===== src/hw/rtl/aomt_pkg.sv =====
// ----------------------------------------------------------------------------
// Address override match table package
// Shared widths, result codes and the controller/datapath interface types.
// ----------------------------------------------------------------------------
package aomt_pkg;

	localparam int ADDR_W           = 32;
	localparam int HID_W            = 16;
	localparam int S_TDATA_W        = 48;
	localparam int M_TDATA_W        = 88;
	localparam int DEF_TABLE_DEPTH  = 64;
	localparam int DEF_HANDLER_BITS = 16;

	localparam logic CMD_INSTALL = 1'b0;
	localparam logic CMD_LOOKUP  = 1'b1;

	typedef enum logic [1:0] {
		STS_INSTALLED = 2'd0,
		STS_ABSENT    = 2'd1,
		STS_FULL      = 2'd2
	} status_t;

	typedef struct packed {
		logic load;
		logic exec;
		logic scan_start;
		logic scan;
		logic emit;
	} ctl_cmd_t;

	typedef struct packed {
		logic is_lookup;
		logic in_range;
		logic hit;
		logic scan_done;
		logic out_free;
	} ctl_sts_t;

endpackage


===== src/hw/rtl/aomt_ram.sv =====
// ----------------------------------------------------------------------------
// Generic single-port-write, single-port-read RAM
// One write and one registered read per cycle.
// ----------------------------------------------------------------------------
module aomt_ram #(
	parameter int WIDTH = 8,
	parameter int DEPTH = 16,
	parameter int AW    = (DEPTH > 1) ? $clog2(DEPTH) : 1
) (
	input  logic             clk,
	input  logic             wr_en,
	input  logic [AW-1:0]    wr_addr,
	input  logic [WIDTH-1:0] wr_data,
	input  logic             rd_en,
	input  logic [AW-1:0]    rd_addr,
	output logic [WIDTH-1:0] rd_data
);

	logic [WIDTH-1:0] mem_q [0:DEPTH-1];
	logic [WIDTH-1:0] rd_data_q;

	always_ff @(posedge clk) begin
		if (wr_en) begin
			mem_q[wr_addr] <= wr_data;
		end
		if (rd_en) begin
			rd_data_q <= mem_q[rd_addr];
		end
	end

	assign rd_data = rd_data_q;

endmodule


===== src/hw/rtl/aomt_ctrl.sv =====
// ----------------------------------------------------------------------------
// Address override match table controller
// Sequences accept, execute, table scan and result hand-off.
// ----------------------------------------------------------------------------
module aomt_ctrl
	import aomt_pkg::*;
(
	input  logic     clk,
	input  logic     arst_n,
	input  logic     s_tvalid,
	output logic     s_tready,
	input  ctl_sts_t sts,
	output ctl_cmd_t cmd
);

	typedef enum logic [3:0] {
		ST_IDLE   = 4'b0001,
		ST_EXEC   = 4'b0010,
		ST_SCAN   = 4'b0100,
		ST_RESULT = 4'b1000
	} state_t;

	state_t state_q;
	state_t state_d;

	always_comb begin
		state_d = state_q;
		cmd     = '0;
		unique case (state_q)
			ST_IDLE: begin
				if (s_tvalid) begin
					cmd.load = 1'b1;
					state_d  = ST_EXEC;
				end
			end
			ST_EXEC: begin
				cmd.exec = 1'b1;
				if (sts.is_lookup && sts.in_range) begin
					cmd.scan_start = 1'b1;
					state_d        = ST_SCAN;
				end else begin
					state_d = ST_RESULT;
				end
			end
			ST_SCAN: begin
				cmd.scan = 1'b1;
				if (sts.hit || sts.scan_done) begin
					state_d = ST_RESULT;
				end
			end
			ST_RESULT: begin
				if (sts.out_free) begin
					cmd.emit = 1'b1;
					state_d  = ST_IDLE;
				end
			end
			default: state_d = ST_IDLE;
		endcase
	end

	assign s_tready = (state_q == ST_IDLE);

	always_ff @(posedge clk or negedge arst_n) begin
		if (!arst_n) begin
			state_q <= ST_IDLE;
		end else begin
			state_q <= state_d;
		end
	end

endmodule


===== src/hw/rtl/aomt_dp.sv =====
// ----------------------------------------------------------------------------
// Address override match table datapath
// Item registers, table memory, bounds, scan counter and output register.
// ----------------------------------------------------------------------------
module aomt_dp
	import aomt_pkg::*;
#(
	parameter int TABLE_DEPTH  = DEF_TABLE_DEPTH,
	parameter int HANDLER_BITS = DEF_HANDLER_BITS
) (
	input  logic                 clk,
	input  logic                 arst_n,
	input  logic [S_TDATA_W-1:0] s_tdata,
	input  logic [0:0]           s_tuser,
	input  logic                 m_tready,
	output logic                 m_tvalid,
	output logic [M_TDATA_W-1:0] m_tdata,
	input  ctl_cmd_t             cmd,
	output ctl_sts_t             sts
);

	localparam int IDX_W  = (TABLE_DEPTH > 1) ? $clog2(TABLE_DEPTH) : 1;
	localparam int CNT_W  = $clog2(TABLE_DEPTH + 1);
	localparam int WORD_W = ADDR_W + HANDLER_BITS;

	logic                    lookup_q;
	logic [ADDR_W-1:0]       addr_q;
	logic [HID_W-1:0]        hid_q;
	logic [CNT_W-1:0]        count_q;
	logic [ADDR_W-1:0]       low_q;
	logic [ADDR_W-1:0]       high_q;
	logic [CNT_W-1:0]        rd_idx_q;
	logic                    rd_vld_q;
	status_t                 status_q;
	logic                    found_q;
	logic [HANDLER_BITS-1:0] hout_q;
	logic                    m_tvalid_q;
	logic [M_TDATA_W-1:0]    m_tdata_q;

	logic [HANDLER_BITS-1:0] hid_ext;
	logic [HID_W-1:0]        hout_field;
	logic [WORD_W-1:0]       rd_word;
	logic                    match;
	logic                    rd_issue;
	logic                    addr_zero;
	logic                    full;
	logic                    do_write;

	generate
		if (HANDLER_BITS == HID_W) begin : g_hid_eq
			assign hid_ext    = hid_q;
			assign hout_field = hout_q;
		end else if (HANDLER_BITS > HID_W) begin : g_hid_wide
			assign hid_ext    = {{(HANDLER_BITS - HID_W){1'b0}}, hid_q};
			assign hout_field = hout_q[HID_W-1:0];
		end else begin : g_hid_narrow
			assign hid_ext    = hid_q[HANDLER_BITS-1:0];
			assign hout_field = {{(HID_W - HANDLER_BITS){1'b0}}, hout_q};
		end
	endgenerate

	assign addr_zero = (addr_q == '0);
	assign full      = (count_q >= CNT_W'(TABLE_DEPTH));
	assign do_write  = cmd.exec && !lookup_q && !addr_zero && !full;
	assign match     = rd_vld_q && (rd_word[ADDR_W-1:0] == addr_q);
	assign rd_issue  = cmd.scan && !match && (rd_idx_q < count_q);

	aomt_ram #(
		.WIDTH (WORD_W),
		.DEPTH (TABLE_DEPTH),
		.AW    (IDX_W)
	) u_table (
		.clk     (clk),
		.wr_en   (do_write),
		.wr_addr (count_q[IDX_W-1:0]),
		.wr_data ({hid_ext, addr_q}),
		.rd_en   (rd_issue),
		.rd_addr (rd_idx_q[IDX_W-1:0]),
		.rd_data (rd_word)
	);

	always_ff @(posedge clk) begin
		if (cmd.load) begin
			lookup_q <= s_tuser[0];
			addr_q   <= s_tdata[ADDR_W-1:0];
			hid_q    <= s_tdata[ADDR_W+HID_W-1:ADDR_W];
		end
		if (cmd.exec) begin
			found_q <= 1'b0;
			hout_q  <= '0;
			if (lookup_q) begin
				status_q <= STS_INSTALLED;
			end else if (addr_zero) begin
				status_q <= STS_ABSENT;
			end else if (full) begin
				status_q <= STS_FULL;
			end else begin
				status_q <= STS_INSTALLED;
			end
		end
		if (cmd.scan && match) begin
			found_q <= 1'b1;
			hout_q  <= rd_word[WORD_W-1:ADDR_W];
		end
		if (cmd.emit) begin
			m_tdata_q <= {5'd0, high_q, low_q, hout_field, found_q, status_q};
		end
	end

	always_ff @(posedge clk or negedge arst_n) begin
		if (!arst_n) begin
			count_q    <= '0;
			low_q      <= '1;
			high_q     <= '0;
			rd_idx_q   <= '0;
			rd_vld_q   <= 1'b0;
			m_tvalid_q <= 1'b0;
		end else begin
			if (do_write) begin
				count_q <= count_q + CNT_W'(1);
				if (addr_q < low_q) begin
					low_q <= addr_q;
				end
				if (addr_q > high_q) begin
					high_q <= addr_q;
				end
			end
			if (cmd.scan_start) begin
				rd_idx_q <= '0;
				rd_vld_q <= 1'b0;
			end else if (rd_issue) begin
				rd_idx_q <= rd_idx_q + CNT_W'(1);
				rd_vld_q <= 1'b1;
			end else begin
				rd_vld_q <= 1'b0;
			end
			if (cmd.emit) begin
				m_tvalid_q <= 1'b1;
			end else if (m_tready) begin
				m_tvalid_q <= 1'b0;
			end
		end
	end

	assign sts.is_lookup = lookup_q;
	assign sts.in_range  = (addr_q >= low_q) && (addr_q <= high_q);
	assign sts.hit       = match;
	assign sts.scan_done = (rd_idx_q == count_q) && !match;
	assign sts.out_free  = !m_tvalid_q || m_tready;

	assign m_tvalid = m_tvalid_q;
	assign m_tdata  = m_tdata_q;

endmodule


===== src/hw/rtl/address_override_match_table_top.sv =====
// ----------------------------------------------------------------------------
// Address override match table
// Installs address-to-handler entries and looks addresses up against them.
// ----------------------------------------------------------------------------
// An install transfer (tuser 0) appends an entry unless its address is zero
// or the table is full, and widens the stored low and high bounds. A lookup
// transfer (tuser 1) is rejected at once when its address lies outside the
// bounds; otherwise the table memory, which has a single read port, is
// scanned one entry per cycle in install order and the first match wins.
// Every result carries the bounds as they stand after the item. One item is
// in work at a time; the result waits in an output register while the next
// item is taken.
// ----------------------------------------------------------------------------
module address_override_match_table_top
	import aomt_pkg::*;
#(
	parameter int TABLE_DEPTH  = DEF_TABLE_DEPTH,
	parameter int HANDLER_BITS = DEF_HANDLER_BITS
) (
	input  logic                 clk,
	input  logic                 arst_n,
	input  logic                 s_tvalid,
	output logic                 s_tready,
	// Fields from bit 0: address[31:0], handler_id[47:32].
	input  logic [S_TDATA_W-1:0] s_tdata,
	// Fields from bit 0: cmd[0].
	input  logic [0:0]           s_tuser,
	output logic                 m_tvalid,
	input  logic                 m_tready,
	// Fields from bit 0: status[1:0], found[2], handler_out[18:3],
	// range_low[50:19], range_high[82:51], zero fill[87:83].
	output logic [M_TDATA_W-1:0] m_tdata
);

	ctl_cmd_t ctl_cmd;
	ctl_sts_t ctl_sts;

	aomt_ctrl u_ctrl (
		.clk      (clk),
		.arst_n   (arst_n),
		.s_tvalid (s_tvalid),
		.s_tready (s_tready),
		.sts      (ctl_sts),
		.cmd      (ctl_cmd)
	);

	aomt_dp #(
		.TABLE_DEPTH  (TABLE_DEPTH),
		.HANDLER_BITS (HANDLER_BITS)
	) u_dp (
		.clk      (clk),
		.arst_n   (arst_n),
		.s_tdata  (s_tdata),
		.s_tuser  (s_tuser),
		.m_tready (m_tready),
		.m_tvalid (m_tvalid),
		.m_tdata  (m_tdata),
		.cmd      (ctl_cmd),
		.sts      (ctl_sts)
	);

endmodule


===== config.mk =====
export PLATFORM = sky130hd
export DESIGN_NAME = address_override_match_table_top
export DESIGN_NICKNAME = d
export VERILOG_FILES = /design/src/hw/rtl/aomt_pkg.sv /design/src/hw/rtl/aomt_ram.sv /design/src/hw/rtl/aomt_ctrl.sv /design/src/hw/rtl/aomt_dp.sv /design/src/hw/rtl/address_override_match_table_top.sv
export SDC_FILE = /design/constraint.sdc
export NUM_CORES = 2
export LEC_CHECK = 0
export BUFFER_PORTS_ARGS = -buffer_cell sky130_fd_sc_hd__buf_2
export CELL_PAD_IN_SITES_DETAIL_PLACEMENT = 0
export CELL_PAD_IN_SITES_GLOBAL_PLACEMENT = 1
export CORE_MARGIN = 8
export CORE_UTILIZATION = 57
export DETAILED_ROUTE_END_ITERATION = 12
export PLACE_DENSITY_LB_ADDON = 0.2
export SLEW_MARGIN = 25
export SYNTH_ARGS = -nofsm -noshare
export SYNTH_HDL_FRONTEND = slang
export SYNTH_SLANG_ARGS = --single-unit

===== constraint.sdc =====
create_clock -name clk -period 6.5 [get_ports clk]
set_input_delay 1.3 -clock clk [delete_from_list [all_inputs] [get_ports clk]]
set_output_delay 1.3 -clock clk [all_outputs]
set_load 0.01 [all_outputs]

Yosys cells after proc, flatten, opt, wreduce, memory -nomap -nowiden:

Memories as Yosys holds them, arrays and structs flattened. A register that Yosys moved wholly into a read port is not among the register bits.
Index checks and enable logic that the tools add are counted.
W data, S select, Z words.

* bits in registers: 235
* latch bits: 0
* bits in writable memories: 3072
* bits in read-only memories: 0
* logic and storage cells: 82
* memories kept: 1

Memory list
* u_dp.u_table.mem_q: depth 64, width 48, rd ports 1, clocked after memory_dff 1, wr ports 1, RTL line aomt_ram.sv:19 `logic [WIDTH-1:0] mem_q [0:DEPTH-1];`

* add/subtract/negate cells: 2
* multipliers: 0
* div/mod/pow operators: 0
* $lt $le $gt $ge: 6
* equal/unequal tests: 9
* shift-type cells: 0
* muxes and demuxes: 24
* bitwise operators: 0
* reduce and logical (&&, ||, !) cells: 25

Operators by type and width (count)
* $eq A32 B32 Y1: 1
* $ge A32 B32 Y1: 1
* $gt A32 B32 Y1: 1
* $le A32 B32 Y1: 1
* $logic_not A32 Y1: 1
* $lt A32 B32 Y1: 1
* $mux W16: 2
* $mux W4: 4
* $pmux W4 S4: 1
* $add A7 B1 Y7 const B: 2
* $mux W7: 2
* $mux W1: 13
* $logic_and A1 B1 Y1: 10
* $eq A7 B7 Y1: 1
* $ge A7 B7 Y1 const B: 1
* $lt A7 B7 Y1: 1
* $reduce_bool A2 Y1: 3
* $logic_not A1 Y1: 5
* $eq A4 B1 Y1 const B: 1
* $eq A4 B2 Y1 const B: 1
* $eq A4 B3 Y1 const B: 1
* $eq A4 B4 Y1 const B: 1
* $mux W2: 2
* $ne A2 B2 Y1 const B: 2
* other kinds (5): 7

Longest topological paths before layout:

* word-level depth: 10
* gate-level depth with buffers: 12

Modules after synthesis:

Synthesis repeated with hierarchy kept, for this count alone.

* cells, all modules: 5708
* area, all modules: 128229.2 µm²

Modules (own cells, without submodules)
* aomt_ram: times used 1, cells each 4970, area an instance 117597.8 µm², seq. area each 93689.9 µm²
* aomt_dp: times used 1, cells each 714, area an instance 10378.7 µm², seq. area each 6566.3 µm²
* aomt_ctrl: times used 1, cells each 24, area an instance 252.7 µm², seq. area each 101.3 µm²

Worst setup path before layout:

OpenSTA, ideal clock, no wires.

* kind: in2reg
* start point: input m_tready
* end point: register u_dp.m_tdata_q[0], in the netlist u_dp.m_tdata[0], enable pin
* setup time: 0.552 ns
* arrival time: 5.365 ns
* setup slack: 0.583 ns
* stages: 2
* path through: inv_1 -> a21oi_1

RTL lines
* start: declaration: RTL line address_override_match_table_top.sv:29 `input logic m_tready,`
* end signal: assignment: RTL line aomt_dp.sv:106 `m_tdata_q <= {5'd0, high_q, low_q, hout_field, found_q, status_q};`
* end: declaration: RTL line aomt_dp.sv:38 `logic [M_TDATA_W-1:0] m_tdata_q;`

Final worst setup path:

* start point: register u_dp.addr_q[11]
* end point: memory u_dp.u_table.mem_q[38][39] (netlist name), enable pin

* word-level cells in the longest chain between the ends: 6

Ends and longest elaborated chain
* start: declaration: RTL line aomt_dp.sv:27 `logic [ADDR_W-1:0] addr_q;`
* start signal: assignment: RTL line aomt_dp.sv:85 `addr_q <= s_tdata[ADDR_W-1:0];`
* $logic_not A32 Y1: RTL line aomt_dp.sv:62 `assign addr_zero = (addr_q == '0);`
* $logic_not A1 Y1: RTL line aomt_dp.sv:64 `assign do_write = cmd.exec && !lookup_q && !addr_zero && !full;`
* $logic_and A1 B1 Y1 (2 in a row): RTL line aomt_dp.sv:64
* $mux W1: RTL line aomt_ram.sv:23 `if (wr_en) begin`
* $mux W1 (implied by the code): RTL line aomt_ram.sv:24 `mem_q[wr_addr] <= wr_data;`
* end: declaration: RTL line aomt_ram.sv:19

Every way passes these cells.

==> key figures <==
Run status
  • Run status: completed

Die
  • Die ar.: between 200,000 and 250,000 um2
  • Starting Density: 0.571
  • Core area: approximately 220,000 um2
  • I/O Pins: about 140
  • Die Ht: 490 um
  • Die width: approximately 490 um
  • Rows: 174

Worst setup path
  • CP Launch Type: flip-flop
  • CP Class: flip-flop to flip-flop
  • Data arrival, critical path: about 4900 ps
  • Critical path buffers and inverters: 1
  • Crit-path cells: nor4_1, nand4_1, o2111ai_1, nor2_1, nand3_1, nor2_4, buf_4
  • Critical path's top delay family: simple AND/OR/NAND/NOR gates
  • Max FO, Critical Path: 19
  • CP max stage delay: approximately 840 ps
  • Crit. End Element: flip-flop
  • Crit path required time: 7060 ps
  • CP max stage cell: nor2_4

Synthesis
  • Syn Inst Count: 5,190
  • Fraction of registers with async set/reset: 0.0250
  • Seq/Total Area, Yosys: 0.785
  • Post-synthesis adder-cell area fraction: 0.00724
  • Area contributors post-synth: edfxtp_1 77%, mux4_2 18%, dfrtp_1 1.0%
  • Synth top cells by count: 3,270 x edfxtp_1, 1,008 x mux4_2, 128 x clkbuf_1
  • Largest family of logic cells by synthesized area: multiplexers
  • Simple-Gate Fraction of Synth Area: 0.00937
  • Compound-Gate Fraction of Synth Area: 0.00486
  • Post-synth EDFFs: roughly 3,300
  • FF+latch count, synth: ~3,400
  • Mapped Area: about 130,000 um2
  • Cell taking the most area after synthesis: edfxtp_1
  • Post-Synth XOR/XNOR Area: 0.00288
  • Multiplexer area fraction after synthesis: 0.180
  • Synth top area share: 0.768
  • Number of distinct library cells after synthesis: roughly 50
  • Post-synth top flop: edfxtp_1
  • YS warnings: 0
  • Most frequent cell after synthesis: edfxtp_1
  • Avg Cell Area, Syn: about 25 um2

Finish
  • Seq. cell area: about 100,000 um2
  • FILL cells: 14,300
  • Syn-to-layout area delta: 13.0%
  • Utilization after layout: 0.645
  • Layout Nets: 5,762
  • Multi-input logic area: around 27,000 um2
  • Share of layout cells above drive strength 1: 0.331

Global routing
  • Vias in the first global route: ~59,000
  • Global Route Usage Sum: 0.277
  • Largest net degree at the start of global routing: 92
  • Initial antenna violation count: 25
  • GRT overflow: 0
  • First-pass GRT wire length: around 460 mm

Placement
  • Detailed placement HPWL: between 150 and 200 mm
  • PortBufs: between 100 and 150
  • Routability cong.: about 0.82

STA
  • Worst-Margin Slew: 1090 ps
  • Worst rel slew slack: 0.273
  • Setup TNS: 0 ps
  • Final Setup Violations: 0
  • Min Tclk post-route: around 4300 ps
  • Slew Viols, Final: 0
  • Ratio of final minimum period to clock period: 0.669
  • Fin. Hold Viols: 0
  • Worst Skew: 57.8 ps
  • Top achievable clock speed: between 0.2 and 0.25 GHz
  • RSZ-0062 raised after global routing: false

Clock tree
  • CTS max path bufs: 4
  • Post-CTS setup buffer count: 0
  • Clock Sinks: ~3,400
  • CTS clock-pin slew for the worst setup and hold paths: 60 ps
  • Clock buffer count from CTS: around 340
  • Root Buffer: clkbuf_16
  • Cts hold-fix bufs: 0
  • # H-tree levels: 5
  • Post_cts resized: 0
  • TritonCTS clock tree: yes
  • Clock Latency Late Sink: around 950 ps

Route
  • Avg WL per Cell: between 30 and 40 um
  • Pre-antenna DRT Iters: 6
  • WL final: between 300 and 400 mm
  • Residual DRC count: 0
  • Vias per std cell: ~6.7
  • ANT nets after route: 0
  • Vias: about 60,000
  • Starting DRT DRC Count: 8,931

Power
  • Lkg Pwr: 0.0440 uW
  • Max IR drop VDD: around 0.32 mV
  • Power per cell area: around 350 nW/um2

Hold path
  • Hold Path Class: primary input to async pin

Flow run
  • Max_cap viols: 0
per-stage QoR:
| step | worst slack [ps] | cells | hold slack [ps] | instance area, um2 | total power (uW) |
|---|---|---|---|---|---|
| finish | 2150 | 8887 | 372 | 145000 | 51100 |
| floorplan | 583 | 5194 | 400 | 128000 | 30400 |
| global route | 1970 | 8880 | 368 | 145000 | 52600 |
| detailed placement | 2140 | 8281 | 405 | 134000 | 32900 |
| CTS | 2100 | 8879 | 317 | 145000 | 51400 |
| global placement | 2090 | 8278 | 410 | 134000 | 32800 |
layer usage:
metal	GRT usage	vias to the layer above	part of all wire
met5	0	-	0
met4	0.0902	0	0.037
met3	0.0497	514	0.096
met2	0.437	3377	0.48
met1	0.403	32400	0.39
li1	-	23300	-
worst reg2reg max path, delay by kind of cell, from the launching register on:
kind / cells / cell delay, ps
buffers and inverters: 1 / 510
flip-flops: 1 / 800
AND/OR/NAND/NOR: 5 / 2390
AO/OA/AOI/OAI: 1 / 260
registers in the layout, summed over array words and instances (netlist names), 2 cells and up:
| register | flops |
|---|---|
| u_ctrl.state_q | 4 |
| u_dp.addr_q | 32 |
| u_dp.count_q | 7 |
| u_dp.hid_ext | 16 |
| u_dp.high_q | 32 |
| u_dp.hout_field | 16 |
| u_dp.low_q | 32 |
| u_dp.m_tdata | 83 |
| u_dp.rd_idx_q | 7 |
| u_dp.status_q | 2 |
| u_dp.u_table.mem_q | 3072 |
| u_dp.u_table.rd_data | 48 |
placed cells by master (no fill, tap or decap), types with 7 or more instances in the layout:
cell,instances
a21o_1,7
a21oi_1,28
and2_1,17
buf_12,50
buf_2,136
buf_4,153
bufinv_16,20
clkbuf_1,76
clkbuf_16,355
clkinv_1,67
clkinv_2,61
clkinvlp_4,8
dfrtp_1,45
dfstp_2,33
diode_2,8
edfxtp_1,3270
ha_1,74
inv_1,77
mux2_2,30
mux4_2,1008
nand2_1,57
nand3_1,22
nand4_1,23
nor2_1,15
nor2_4,64
nor3_1,7
nor4_1,18
o21ai_0,50
xnor2_1,26
xor2_1,16
cells by family after synthesis:
| family | count (synthesis) |
|---|---|
| flip-flops | 3355 |
| multiplexers | 1040 |
| buffers and inverters | 324 |
| AND/OR/NAND/NOR | 247 |
| AO/OA/AOI/OAI | 107 |
| adder cells (fa/ha/maj) | 74 |
| XOR/XNOR | 42 |
| other | 1 |
area by class of cell:
type | count | share of cell area
antenna | 8 | 0.000138
clock inverter | 163 | 0.00890
timing repair buffer | 342 | 0.0200
sequential | 3355 | 0.694
multi-input combinational | 1515 | 0.185
clock buffer | 435 | 0.0638
inverter | 77 | 0.00200
tap | 2992 | 0.0259
final timing paths:
check                                        start                    endpoint  slack [ps]  cells after the start
worst min register to register  u_dp.hout_field[5]             u_dp.m_tdata[8]         420                      0
max in group asynchronous                   arst_n            u_dp.rd_idx_q[5]        4970                      2
worst min-delay path                        arst_n             u_dp.high_q[14]         370                      1
worst max register to register     u_dp.addr_q[11]  u_dp.u_table.mem_q[38][39]        2150                      7
min in group clk                u_dp.hout_field[5]             u_dp.m_tdata[8]         420                      0
worst max-delay path               u_dp.addr_q[11]  u_dp.u_table.mem_q[38][39]        2150                      7
where the power goes:
| group | switching (uW) | internal (uW) |
|---|---|---|
| sequential | 362 | 25300 |
| clock | 7880 | 10800 |
| combinational | 4040 | 2750 |
| total | 12300 | 38800 |
Power figures use the tool's default switching activity.
